==> src/hdl/stc_pkg.sv <==
// ----------------------------------------------------------------------------
// stc_pkg - shared types and constants
// Field widths, action codes, register indexes and reset values of the audio
// system time clock tracker.
// ----------------------------------------------------------------------------
`default_nettype none

package stc_pkg;

  localparam int PTS_W   = 32;
  localparam int PLAY_W  = 24;
  localparam int EXT_W   = 32;
  localparam int QCNT_W  = 8;
  localparam int ACT_W   = 3;
  localparam int REP_W   = 32;
  localparam int CLK_W   = 48;
  localparam int INTP_W  = 32;
  localparam int LAT_W   = 24;
  localparam int WIN_W   = 24;
  localparam int SHIFT_W = 24;
  localparam int PHASE_W = 4;
  localparam int RUN_W   = 8;

  localparam int CFG_IDX_W  = 3;
  localparam int CFG_DATA_W = 32;

  typedef enum logic [ACT_W-1:0] {
    ACT_PLAY   = 3'd0,
    ACT_STALE  = 3'd1,
    ACT_INSERT = 3'd2,
    ACT_DROP   = 3'd3,
    ACT_IDLE   = 3'd4
  } action_t;

  typedef enum logic [CFG_IDX_W-1:0] {
    CFG_EXT_SYNC  = 3'd0,
    CFG_LATENCY   = 3'd1,
    CFG_MAX_INTP  = 3'd2,
    CFG_WINDOW    = 3'd3,
    CFG_SHIFT     = 3'd4,
    CFG_INTERVAL  = 3'd5,
    CFG_RUNAWAY   = 3'd6
  } cfg_idx_t;

  localparam logic [INTP_W-1:0]  RST_MAX_INTP = 32'd90000;
  localparam logic [WIN_W-1:0]   RST_WINDOW   = 24'd3600;
  localparam logic [SHIFT_W-1:0] RST_SHIFT    = 24'd9000;
  localparam logic [PHASE_W-1:0] RST_INTERVAL = 4'd5;
  localparam logic [RUN_W-1:0]   RST_RUNAWAY  = 8'd10;

  localparam logic [RUN_W-1:0]  RUN_SAT   = 8'd255;
  localparam logic [QCNT_W-1:0] QUEUE_MIN = 8'd3;

endpackage

`default_nettype wire

==> src/hdl/stc_if.sv <==
// ----------------------------------------------------------------------------
// stc_if - item channels of the clock tracker
// Valid/ready channels for playout events in and playout decisions out.
// ----------------------------------------------------------------------------
`default_nettype none

interface stc_in_if import stc_pkg::*; ();
  logic               valid;
  logic               ready;
  logic               mode;
  logic               stale;
  logic               has_pts;
  logic [PTS_W-1:0]   pts;
  logic [PLAY_W-1:0]  play_time;
  logic [EXT_W-1:0]   ext_stc;
  logic               spare_buffers;
  logic [QCNT_W-1:0]  queue_count;

  modport source (output valid, mode, stale, has_pts, pts, play_time, ext_stc,
                  spare_buffers, queue_count, input ready);
  modport sink   (input valid, mode, stale, has_pts, pts, play_time, ext_stc,
                  spare_buffers, queue_count, output ready);
endinterface

interface stc_out_if import stc_pkg::*; ();
  logic              valid;
  logic              ready;
  logic [ACT_W-1:0]  action;
  logic              report_valid;
  logic              clock_valid;
  logic [REP_W-1:0]  clock_report;

  modport source (output valid, action, report_valid, clock_valid, clock_report,
                  input ready);
  modport sink   (input valid, action, report_valid, clock_valid, clock_report,
                  output ready);
endinterface

`default_nettype wire

==> src/hdl/stc_div.sv <==
// ----------------------------------------------------------------------------
// stc_div - divide by a small constant
// Floor quotient and remainder of an unsigned word by DIVISOR, by a rounded-up
// reciprocal multiply that is exact over the whole input range.
// ----------------------------------------------------------------------------
`default_nettype none

module stc_div #(
  parameter int DIVISOR = 1,
  parameter int IN_W    = 26
) (
  input  logic [IN_W-1:0]                  x,
  output logic [IN_W-1:0]                  q,
  output logic [$clog2(DIVISOR+1)-1:0]     r
);

  localparam int REM_W  = $clog2(DIVISOR + 1);
  localparam int SHIFT  = IN_W + $clog2(DIVISOR);
  localparam int PROD_W = 2 * IN_W + 1;
  localparam longint unsigned RECIP_L =
    ((64'd1 << SHIFT) + longint'(DIVISOR) - 64'd1) / DIVISOR;
  localparam logic [IN_W:0]   RECIP = RECIP_L[IN_W:0];
  localparam logic [IN_W-1:0] DIV_C = IN_W'(DIVISOR);

  logic [PROD_W-1:0] prod;
  logic [PROD_W-1:0] q_full;
  logic [IN_W-1:0]   back;

  assign prod   = PROD_W'(x) * PROD_W'(RECIP);
  assign q_full = prod >> SHIFT;
  assign q      = q_full[IN_W-1:0];
  assign back   = x - q * DIV_C;   // below DIVISOR
  assign r      = back[REM_W-1:0];

endmodule

`default_nettype wire

==> src/hdl/audio_stc_tracker_sync.sv <==
// ----------------------------------------------------------------------------
// audio_stc_tracker_sync - audio system time clock tracker with external sync
// Decides per playout event whether to play, discard, pad with silence or
// drop, and keeps the audio clock that goes with the decision.
// ----------------------------------------------------------------------------
// One item in is one playout event (head packet or idle slot) and gives one
// item out. An item goes through an input register and a result register, so
// the block takes one item per clock when the output is not stalled; while a
// result waits, one more item is still held in the input register. All state
// (clock, interp time, check phase, runaway count) is updated in the single
// pass between the two registers. The clock is kept both in ticks and as
// floor quotient plus remainder by TICKS_PER_MPEG_TICK, so the report needs
// no wide divider; one reciprocal-multiply unit divides the short set/advance
// amount. Registers may be written through the cfg port at any time the block
// is idle; there is no read-back and indexes past the list are ignored.
// ----------------------------------------------------------------------------
`default_nettype none

module audio_stc_tracker_sync import stc_pkg::*; #(
  parameter int TICKS_PER_MPEG_TICK = 1
) (
  input  logic                  clk,
  input  logic                  rst_n,
  stc_in_if.sink                in_ch,
  stc_out_if.source             out_ch,
  input  logic                  cfg_we,
  input  logic [CFG_IDX_W-1:0]  cfg_idx,
  input  logic [CFG_DATA_W-1:0] cfg_wdata
);

  localparam int T_W    = $clog2(TICKS_PER_MPEG_TICK + 1);
  localparam int SCL_W  = PTS_W + T_W;
  localparam int DIV_W  = PLAY_W + 1 + T_W;
  localparam int REM_W  = $clog2(TICKS_PER_MPEG_TICK + 1);
  localparam int CMP_W  = CLK_W + 3;
  localparam logic [SCL_W-1:0] TICK_C = SCL_W'(TICKS_PER_MPEG_TICK);
  // bias that keeps play - latency positive ahead of the divider
  localparam longint unsigned SET_BIAS_L = (64'd1 << PLAY_W) * TICKS_PER_MPEG_TICK;
  localparam logic [DIV_W-1:0] SET_BIAS  = SET_BIAS_L[DIV_W-1:0];
  localparam logic [CLK_W-1:0] Q_BIAS    = CLK_W'(64'd1 << PLAY_W);

  // configuration
  logic                ext_en_r;
  logic [LAT_W-1:0]    latency_r;
  logic [INTP_W-1:0]   max_intp_r;
  logic [WIN_W-1:0]    window_r;
  logic [SHIFT_W-1:0]  shift_r;
  logic [PHASE_W-1:0]  interval_r;
  logic [RUN_W-1:0]    runaway_lim_r;

  always_ff @(posedge clk) begin
    if (!rst_n) begin
      ext_en_r      <= 1'b0;
      latency_r     <= '0;
      max_intp_r    <= RST_MAX_INTP;
      window_r      <= RST_WINDOW;
      shift_r       <= RST_SHIFT;
      interval_r    <= RST_INTERVAL;
      runaway_lim_r <= RST_RUNAWAY;
    end else if (cfg_we) begin
      unique case (cfg_idx)
        CFG_EXT_SYNC: ext_en_r      <= cfg_wdata[0];
        CFG_LATENCY:  latency_r     <= cfg_wdata[LAT_W-1:0];
        CFG_MAX_INTP: max_intp_r    <= cfg_wdata[INTP_W-1:0];
        CFG_WINDOW:   window_r      <= cfg_wdata[WIN_W-1:0];
        CFG_SHIFT:    shift_r       <= cfg_wdata[SHIFT_W-1:0];
        CFG_INTERVAL: interval_r    <= cfg_wdata[PHASE_W-1:0];
        CFG_RUNAWAY:  runaway_lim_r <= cfg_wdata[RUN_W-1:0];
        default: ;
      endcase
    end
  end

  // input register
  logic               in_vld_r;
  logic               mode_r;
  logic               stale_r;
  logic               has_pts_r;
  logic [PTS_W-1:0]   pts_r;
  logic [PLAY_W-1:0]  play_r;
  logic [EXT_W-1:0]   ext_r;
  logic               spare_r;
  logic [QCNT_W-1:0]  qcnt_r;

  logic out_vld_r;
  logic advance;

  assign advance     = in_vld_r && (!out_vld_r || out_ch.ready);
  assign in_ch.ready = !in_vld_r || advance;

  always_ff @(posedge clk) begin
    if (!rst_n) begin
      in_vld_r <= 1'b0;
    end else if (in_ch.ready) begin
      in_vld_r <= in_ch.valid;
    end
  end

  always_ff @(posedge clk) begin
    if (in_ch.valid && in_ch.ready) begin
      mode_r    <= in_ch.mode;
      stale_r   <= in_ch.stale;
      has_pts_r <= in_ch.has_pts;
      pts_r     <= in_ch.pts;
      play_r    <= in_ch.play_time;
      ext_r     <= in_ch.ext_stc;
      spare_r   <= in_ch.spare_buffers;
      qcnt_r    <= in_ch.queue_count;
    end
  end

  // tracker state; floor_r/rem_r mirror clock_r divided by the tick ratio
  logic [CLK_W-1:0]    clock_r,   clock_nxt;
  logic [CLK_W-1:0]    floor_r,   floor_nxt;
  logic [REM_W-1:0]    rem_r,     rem_nxt;
  logic                ok_r,      ok_nxt;
  logic [INTP_W-1:0]   interp_r,  interp_nxt;
  logic [PHASE_W-1:0]  phase_r,   phase_nxt;
  logic [RUN_W-1:0]    run_r,     run_nxt;

  // clock update for a played or dropped packet
  logic [DIV_W-1:0]   set_x, adv_x, div_x, div_q;
  logic [REM_W-1:0]   div_r;
  logic [SCL_W-1:0]   pts_scaled;
  logic [CLK_W-1:0]   clock_set, clock_adv, floor_set, floor_adv;
  logic [INTP_W:0]    interp_sum;
  logic [INTP_W-1:0]  interp_sat;
  logic [CLK_W-1:0]   upd_clock, upd_floor;
  logic [REM_W-1:0]   upd_rem;
  logic               upd_ok;
  logic [INTP_W-1:0]  upd_interp;
  logic [CLK_W-1:0]   trunc_q;

  assign set_x = DIV_W'(play_r) + SET_BIAS - DIV_W'(latency_r);
  assign adv_x = DIV_W'(rem_r) + DIV_W'(play_r);
  assign div_x = has_pts_r ? set_x : adv_x;

  stc_div #(
    .DIVISOR (TICKS_PER_MPEG_TICK),
    .IN_W    (DIV_W)
  ) u_div (
    .x (div_x),
    .q (div_q),
    .r (div_r)
  );

  assign pts_scaled = SCL_W'(pts_r) * TICK_C;
  assign clock_set  = CLK_W'(pts_scaled) + CLK_W'(play_r) - CLK_W'(latency_r);
  assign floor_set  = CLK_W'(pts_r) + CLK_W'(div_q) - Q_BIAS;
  assign clock_adv  = clock_r + CLK_W'(play_r);
  assign floor_adv  = floor_r + CLK_W'(div_q);
  assign interp_sum = (INTP_W+1)'(interp_r) + (INTP_W+1)'(play_r);
  assign interp_sat = interp_sum[INTP_W] ? '1 : interp_sum[INTP_W-1:0];

  always_comb begin
    upd_clock  = clock_r;
    upd_floor  = floor_r;
    upd_rem    = rem_r;
    upd_ok     = ok_r;
    upd_interp = interp_r;
    if (has_pts_r) begin
      upd_clock  = clock_set;
      upd_floor  = floor_set;
      upd_rem    = div_r;
      upd_ok     = 1'b1;
      upd_interp = '0;
    end else if (ok_r) begin
      upd_clock  = clock_adv;
      upd_floor  = floor_adv;
      upd_rem    = div_r;
      upd_interp = interp_sat;
      upd_ok     = (interp_sat < max_intp_r);
    end
  end

  // truncation toward zero: negative clock with remainder rounds up
  assign trunc_q = upd_floor + CLK_W'(upd_clock[CLK_W-1] && (upd_rem != '0));

  // drift check against the external clock
  logic [SCL_W-1:0]         ext_scaled;
  logic signed [CMP_W-1:0]  diff, win_s;
  logic                     ahead, behind, deviant;
  logic [PHASE_W-1:0]       phase_inc;
  logic                     check;
  logic [RUN_W-1:0]         run_chk;
  logic                     over_lim, insert, drop;

  assign ext_scaled = SCL_W'(ext_r) * TICK_C;
  assign diff  = {{(CMP_W-CLK_W){clock_r[CLK_W-1]}}, clock_r} + CMP_W'(shift_r)
               - CMP_W'(ext_scaled);
  assign win_s   = CMP_W'(window_r);
  assign ahead   = diff > win_s;
  assign behind  = diff < -win_s;
  assign deviant = ahead || behind;

  assign phase_inc = phase_r + PHASE_W'(1);
  assign check     = ext_en_r && (phase_inc >= interval_r);
  assign run_chk   = !deviant ? '0 : (run_r == RUN_SAT) ? RUN_SAT : run_r + RUN_W'(1);
  assign over_lim  = check && (run_chk > runaway_lim_r);
  assign insert    = over_lim && spare_r && ahead;
  assign drop      = over_lim && !insert && (qcnt_r > QUEUE_MIN) && behind;

  // result and next state
  action_t           act_nxt;
  logic              rv_nxt, cv_nxt;
  logic [REP_W-1:0]  rep_nxt;

  always_comb begin
    clock_nxt  = clock_r;
    floor_nxt  = floor_r;
    rem_nxt    = rem_r;
    ok_nxt     = ok_r;
    interp_nxt = interp_r;
    phase_nxt  = phase_r;
    run_nxt    = run_r;
    act_nxt    = ACT_PLAY;
    rv_nxt     = 1'b1;
    cv_nxt     = 1'b0;
    rep_nxt    = '0;
    priority if (mode_r) begin
      ok_nxt  = 1'b0;
      act_nxt = ACT_IDLE;
    end else if (stale_r) begin
      act_nxt = ACT_STALE;
      rv_nxt  = 1'b0;
    end else begin
      if (ext_en_r) begin
        phase_nxt = check ? '0 : phase_inc;
      end
      if (check) begin
        run_nxt = (insert || drop) ? '0 : run_chk;
      end
      if (insert) begin
        ok_nxt  = 1'b0;
        act_nxt = ACT_INSERT;
      end else begin
        clock_nxt  = upd_clock;
        floor_nxt  = upd_floor;
        rem_nxt    = upd_rem;
        ok_nxt     = upd_ok;
        interp_nxt = upd_interp;
        if (drop) begin
          act_nxt = ACT_DROP;
          rv_nxt  = 1'b0;
        end else begin
          cv_nxt  = upd_ok;
          rep_nxt = trunc_q[REP_W-1:0];
        end
      end
    end
  end

  always_ff @(posedge clk) begin
    if (!rst_n) begin
      clock_r  <= '0;
      floor_r  <= '0;
      rem_r    <= '0;
      ok_r     <= 1'b0;
      interp_r <= '0;
      phase_r  <= '0;
      run_r    <= '0;
    end else if (advance) begin
      clock_r  <= clock_nxt;
      floor_r  <= floor_nxt;
      rem_r    <= rem_nxt;
      ok_r     <= ok_nxt;
      interp_r <= interp_nxt;
      phase_r  <= phase_nxt;
      run_r    <= run_nxt;
    end
  end

  // result register
  action_t           act_r;
  logic              rv_r, cv_r;
  logic [REP_W-1:0]  rep_r;

  always_ff @(posedge clk) begin
    if (!rst_n) begin
      out_vld_r <= 1'b0;
    end else if (advance) begin
      out_vld_r <= 1'b1;
    end else if (out_ch.ready) begin
      out_vld_r <= 1'b0;
    end
  end

  always_ff @(posedge clk) begin
    if (advance) begin
      act_r <= act_nxt;
      rv_r  <= rv_nxt;
      cv_r  <= cv_nxt;
      rep_r <= rep_nxt;
    end
  end

  assign out_ch.valid        = out_vld_r;
  assign out_ch.action       = act_r;
  assign out_ch.report_valid = rv_r;
  assign out_ch.clock_valid  = cv_r;
  assign out_ch.clock_report = rep_r;

endmodule

`default_nettype wire

==> src/flat_wrapper.sv <==
// flat-port wrapper written by rule: the top's interface ports become plain ports
module audio_stc_tracker_sync_flat import stc_pkg::*;
#(
  parameter int TICKS_PER_MPEG_TICK = 1
)
  (clk, rst_n, cfg_we, cfg_idx, cfg_wdata, in_ch_valid, in_ch_mode, in_ch_stale, in_ch_has_pts, in_ch_pts, in_ch_play_time, in_ch_ext_stc, in_ch_spare_buffers, in_ch_queue_count, in_ch_ready, out_ch_valid, out_ch_action, out_ch_report_valid, out_ch_clock_valid, out_ch_clock_report, out_ch_ready);
  stc_in_if in_ch_i ();
  stc_out_if out_ch_i ();
  input  logic clk;
  input  logic rst_n;
  input  logic cfg_we;
  input  logic [CFG_IDX_W-1:0] cfg_idx;
  input  logic [CFG_DATA_W-1:0] cfg_wdata;
  input wire logic [$bits(in_ch_i.valid)-1:0] in_ch_valid;
  input wire logic [$bits(in_ch_i.mode)-1:0] in_ch_mode;
  input wire logic [$bits(in_ch_i.stale)-1:0] in_ch_stale;
  input wire logic [$bits(in_ch_i.has_pts)-1:0] in_ch_has_pts;
  input wire logic [$bits(in_ch_i.pts)-1:0] in_ch_pts;
  input wire logic [$bits(in_ch_i.play_time)-1:0] in_ch_play_time;
  input wire logic [$bits(in_ch_i.ext_stc)-1:0] in_ch_ext_stc;
  input wire logic [$bits(in_ch_i.spare_buffers)-1:0] in_ch_spare_buffers;
  input wire logic [$bits(in_ch_i.queue_count)-1:0] in_ch_queue_count;
  output wire logic [$bits(in_ch_i.ready)-1:0] in_ch_ready;
  output wire logic [$bits(out_ch_i.valid)-1:0] out_ch_valid;
  output wire logic [$bits(out_ch_i.action)-1:0] out_ch_action;
  output wire logic [$bits(out_ch_i.report_valid)-1:0] out_ch_report_valid;
  output wire logic [$bits(out_ch_i.clock_valid)-1:0] out_ch_clock_valid;
  output wire logic [$bits(out_ch_i.clock_report)-1:0] out_ch_clock_report;
  input wire logic [$bits(out_ch_i.ready)-1:0] out_ch_ready;
  assign in_ch_i.valid = in_ch_valid;
  assign in_ch_i.mode = in_ch_mode;
  assign in_ch_i.stale = in_ch_stale;
  assign in_ch_i.has_pts = in_ch_has_pts;
  assign in_ch_i.pts = in_ch_pts;
  assign in_ch_i.play_time = in_ch_play_time;
  assign in_ch_i.ext_stc = in_ch_ext_stc;
  assign in_ch_i.spare_buffers = in_ch_spare_buffers;
  assign in_ch_i.queue_count = in_ch_queue_count;
  assign in_ch_ready = in_ch_i.ready;
  assign out_ch_valid = out_ch_i.valid;
  assign out_ch_action = out_ch_i.action;
  assign out_ch_report_valid = out_ch_i.report_valid;
  assign out_ch_clock_valid = out_ch_i.clock_valid;
  assign out_ch_clock_report = out_ch_i.clock_report;
  assign out_ch_i.ready = out_ch_ready;
  audio_stc_tracker_sync #(.TICKS_PER_MPEG_TICK(TICKS_PER_MPEG_TICK)) u_core (.clk(clk), .rst_n(rst_n), .in_ch(in_ch_i), .out_ch(out_ch_i), .cfg_we(cfg_we), .cfg_idx(cfg_idx), .cfg_wdata(cfg_wdata));
endmodule
==> config.mk <==
export PLATFORM = sky130hd
export DESIGN_NAME = audio_stc_tracker_sync_flat
export DESIGN_NICKNAME = d
export VERILOG_FILES = /design/src/hdl/stc_pkg.sv /design/src/hdl/stc_if.sv /design/src/hdl/stc_div.sv /design/src/hdl/audio_stc_tracker_sync.sv /design/src/flat_wrapper.sv
export SDC_FILE = /design/constraint.sdc
export NUM_CORES = 2
export LEC_CHECK = 0
export BUFFER_PORTS_ARGS = -buffer_cell sky130_fd_sc_hd__buf_2
export CAP_MARGIN = 40
export CORE_ASPECT_RATIO = 1.2
export CORE_MARGIN = 1
export CORE_UTILIZATION = 28
export CTS_CLUSTER_SIZE = 40
export DETAILED_ROUTE_END_ITERATION = 8
export GPL_ROUTABILITY_DRIVEN = 0
export PLACE_DENSITY = 0.51
export SYNTH_ARGS = -nofsm -noshare
export SYNTH_HDL_FRONTEND = slang
export SYNTH_SLANG_ARGS = --single-unit
==> constraint.sdc <==
create_clock -name clk -period 18.6 [get_ports clk]
set_input_delay 1.86 -clock clk [delete_from_list [all_inputs] [get_ports clk]]
set_output_delay 1.86 -clock clk [all_outputs]
set_load 0.02 [all_outputs]
==> metrics.cfg <==
[run_status]
status=finished clean

[synth]
synthSimpleGateAreaFrac_pct=19.4
async_flop_share_pct=0
ys.warnings.count=0
synth.area.mux_share_pct=1.85
netlist_instances=3892
synth-seq-cells=380
synth_xor_area_share_pct=8.68
synth_compound_area_share_pct=22.9
syn_area_per_cell_um2=8.16
synth_edf_count=135
synth_fp_nets=4390
synth_top_family_by_area=compound AO/OA/AOI/OAI gates
synth_cell_types=100
ys_dominant_reg_cell=dfxtp_1
synth_fa_ha_area_share_pct=14.3
synth-seq-area-share_pct=28.2
syn_area_mm2=0.0318

[clock_network]
clockBufferDepth=3
cts_tree=yes
hold_buffers=0
postCtsSetupRepairBufs=0
clk_latency_ps=660
cts_buffers=49
clock-root-buffer=clkbuf_16
clock-sinks=380
cts.clk_slew.worst_paths_ps=60
cts_max_level=2
cts-resized-gates=0

[critical_path]
r2r_cells=50
crit_path_max_incr_delay_ps=520
reg2reg_from=u_core.clock_r[7]
required_ps=19130
worstPathArrival_ps=12470
r2r_end=u_core.interp_r[15]
crit_path_max_fanout=47
critPathMostFrequentCell=o21ai_0
endpoint=u_core.interp_r[15]
crit_path_top_delay_cell=buf_4
startpoint=u_core.clock_r[7]
path_class=register to register
startpoint_type=register
critPathCaptureType=register
reg2reg_slack_ps=6660

[sta]
rsz0062_at_grt=no
finalClockSkew_ps=32.3
setup_ws_ps=6660
tns_ps=0
post-route-period-util_pct=64.2
fin_crit_ps=11940
hold_viol=0
fmax_mhz=83.7
drv_slew=0
tightest_slew_ps=860
setup_viol=0
holdWs_ps=456
slew_headroom_pct=41.2

[detailed_routing]
dr_wl_met2_um=49900
wl_per_cell_um=19.4
dr.pass1.iters=5
drcViolationCount=0
antenna_left=0
wl_met3_um=4100
maxUsedRoutingLayer=met5
vias_per_cell=5.10
met1_length_um=50300
vias=28444
totalWireLength_um=108000
drt_iter0_markers=1884

[placed_design]
dpl.hpwl_um=83700
place_ws_ps=6680
io_buffers=176

[global_routing]
grtUsageTotal_pct=18.6
grt_max_degree=61
grt_pass1_wl_um=164000
grt_antenna_before_repair=5
grt_pass1_vias=27898
grt-ovfl-total=0

[floorplanning]
fp.dieW_um=309
core_area_mm2=0.112
rows=134
die-area_mm2=0.115
die_h_um=371
io_pins=179
initial_core_util_pct=28.4

[power]
peakVddDrop_mv=0.0597
powerDensity_mw_per_mm2=70.0
power.leakage_nw=14.7

[run]
maxCapViolations=0

[cells_and_area]
num-nets-final=4537
utilization_pct=32.2
syn_to_final_growth_pct=13.3
drive_gt1_share_pct=9.53

[hold_path]
hold_path_class=register to register

[synth_stat cells, types with 10 or more instances]
| library cell | count | area share (%) |
|---|---|---|
| o31ai_1 | 24 | 0.57 |
| a31oi_1 | 21 | 0.41 |
| and3_1 | 40 | 0.79 |
| or4_1 | 11 | 0.26 |
| a22oi_1 | 14 | 0.33 |
| o21a_1 | 64 | 1.5 |
| inv_1 | 244 | 2.9 |
| o21ai_0 | 174 | 2.7 |
| o21bai_1 | 32 | 0.76 |
| nand2b_1 | 47 | 0.93 |
| clkbuf_1 | 94 | 1.1 |
| ha_1 | 349 | 14 |
| mux2_2 | 14 | 0.50 |
| mux2i_1 | 43 | 1.4 |
| nor2b_1 | 48 | 0.95 |
| dfxtp_1 | 245 | 15 |
| a21o_1 | 100 | 2.4 |
| nor3_1 | 96 | 1.5 |
| or3_1 | 27 | 0.53 |
| nand3_1 | 79 | 1.2 |
| a211oi_1 | 56 | 1.3 |
| nand2_1 | 454 | 5.4 |
| a21oi_1 | 370 | 5.8 |
| buf_2 | 18 | 0.28 |
| nand4_1 | 59 | 1.2 |
| a22o_1 | 31 | 0.86 |
| o31a_1 | 12 | 0.33 |
| o211ai_1 | 44 | 1.0 |
| nor4_1 | 30 | 0.59 |
| xnor2_1 | 212 | 5.8 |
| nor2_1 | 302 | 3.6 |
| a2111oi_0 | 10 | 0.28 |
| or2_2 | 20 | 0.39 |
| and2_1 | 33 | 0.65 |
| xor2_1 | 101 | 2.8 |
| edfxtp_1 | 135 | 13 |
| a21boi_0 | 17 | 0.40 |
| a211o_1 | 12 | 0.33 |
[routing by layer]
layer  up-vias  GRT usage (%)
met5         -              0
met4         2           6.59
met3       149           2.02
met2       575           31.3
met1     13337           24.3
li1      14381              -
[worst max-delay path: cells and delay by family (launching register included)]
family	cells	cell delay [ps]
AOI/OAI and AO/OA	25	5760
DFF	1	350
adders and majority gates	4	1360
and+or+nand+nor	17	3020
buffers and inverters	2	780
xor gates and xnor gates	2	430
[power by group]
part | internal (mW) | switching [mW] | total (mW)
combinational | 0.257 | 0.388 | 0.645
clock | 0.533 | 0.422 | 0.956
sequential | 0.890 | 0.0282 | 0.918
total | 1.68 | 0.839 | 2.52
[registers in the layout (all words and copies together) (netlist names), 6 cells and up]
register,flops
u_core.clock_r,48
u_core.ext_r,32
u_core.floor_r,32
u_core.interp_r,32
u_core.max_intp_r,32
u_core.out_ch.clock_report,32
u_core.pts_r,32
u_core.latency_r,24
u_core.play_r,24
u_core.shift_r,24
u_core.window_r,24
u_core.run_r,8
u_core.runaway_lim_r,8
u_core.qcnt_r,6
[logic make-up (layout without fill, tap and decap cells)]
| logic type | count (synthesis) | count (layout) |
|---|---|---|
| multiplexers | 57 | 57 |
| adder cells (fa/ha/maj) | 359 | 359 |
| other | 0 | 2 |
| AO/OA/AOI/OAI | 1107 | 1107 |
| flip-flops | 380 | 380 |
| AND/OR/NAND/NOR | 1300 | 1300 |
| XOR/XNOR | 314 | 314 |
| buffers and inverters | 375 | 563 |
[through the flow]
step / std cells / instance area (µm²) / total power [mW]
final: 5578 / 36000 / 2.52
after global routing: 5576 / 36000 / 2.66
after CTS: 5576 / 36000 / 2.56
after floorplan: 3892 / 31800 / 1.38
after global placement: 5476 / 34300 / 1.57
after detailed placement: 5484 / 34400 / 1.58
[layout make-up]
| type | count | area [µm²] |
|---|---|---|
| Multi-Input combinational cell | 3137 | 21400 |
| Fill cell | 11958 | 75800 |
| Clock inverter | 21 | 168 |
| Inverter | 246 | 926 |
| Sequential cell | 380 | 8960 |
| Clock buffer | 71 | 1380 |
| Antenna cell | 2 | 5.00 |
| Tap cell | 1496 | 1870 |
| Timing Repair Buffer | 225 | 1320 |
[cells in the final DEF (no fill, tap or decap), types with 47 or more instances in the layout]
| cell | synthesis | routed |
|---|---|---|
| xnor2_1 | 212 | 212 |
| o21a_1 | 64 | 64 |
| a211oi_1 | 56 | 56 |
| a21o_1 | 100 | 100 |
| inv_1 | 244 | 244 |
| edfxtp_1 | 135 | 135 |
| xor2_1 | 101 | 101 |
| clkbuf_16 | 0 | 50 |
| nand4_1 | 59 | 59 |
| o21ai_0 | 174 | 174 |
| nor2_1 | 302 | 299 |
| nand2_1 | 454 | 454 |
| ha_1 | 349 | 349 |
| nor3_1 | 96 | 95 |
| a21oi_1 | 370 | 369 |
| dfxtp_1 | 245 | 245 |
| nor2b_1 | 48 | 47 |
| nand3_1 | 79 | 79 |
| buf_2 | 18 | 176 |
| nand2b_1 | 47 | 47 |
[worst min-delay path by stage]
stage / start / end / slack, ps / cells after the start
floorplan: u_core.latency_r[10] / u_core.latency_r[10] / 440 / 2
global placement: u_core.window_r[3] / u_core.window_r[3] / 440 / 2
detailed placement: u_core.max_intp_r[23] / u_core.max_intp_r[23] / 450 / 2
CTS: u_core.max_intp_r[23] / u_core.max_intp_r[23] / 460 / 2
global route: u_core.max_intp_r[2] / u_core.max_intp_r[2] / 480 / 2
finish: u_core.max_intp_r[23] / u_core.max_intp_r[23] / 460 / 2
(Power assumes the default switching activity.)
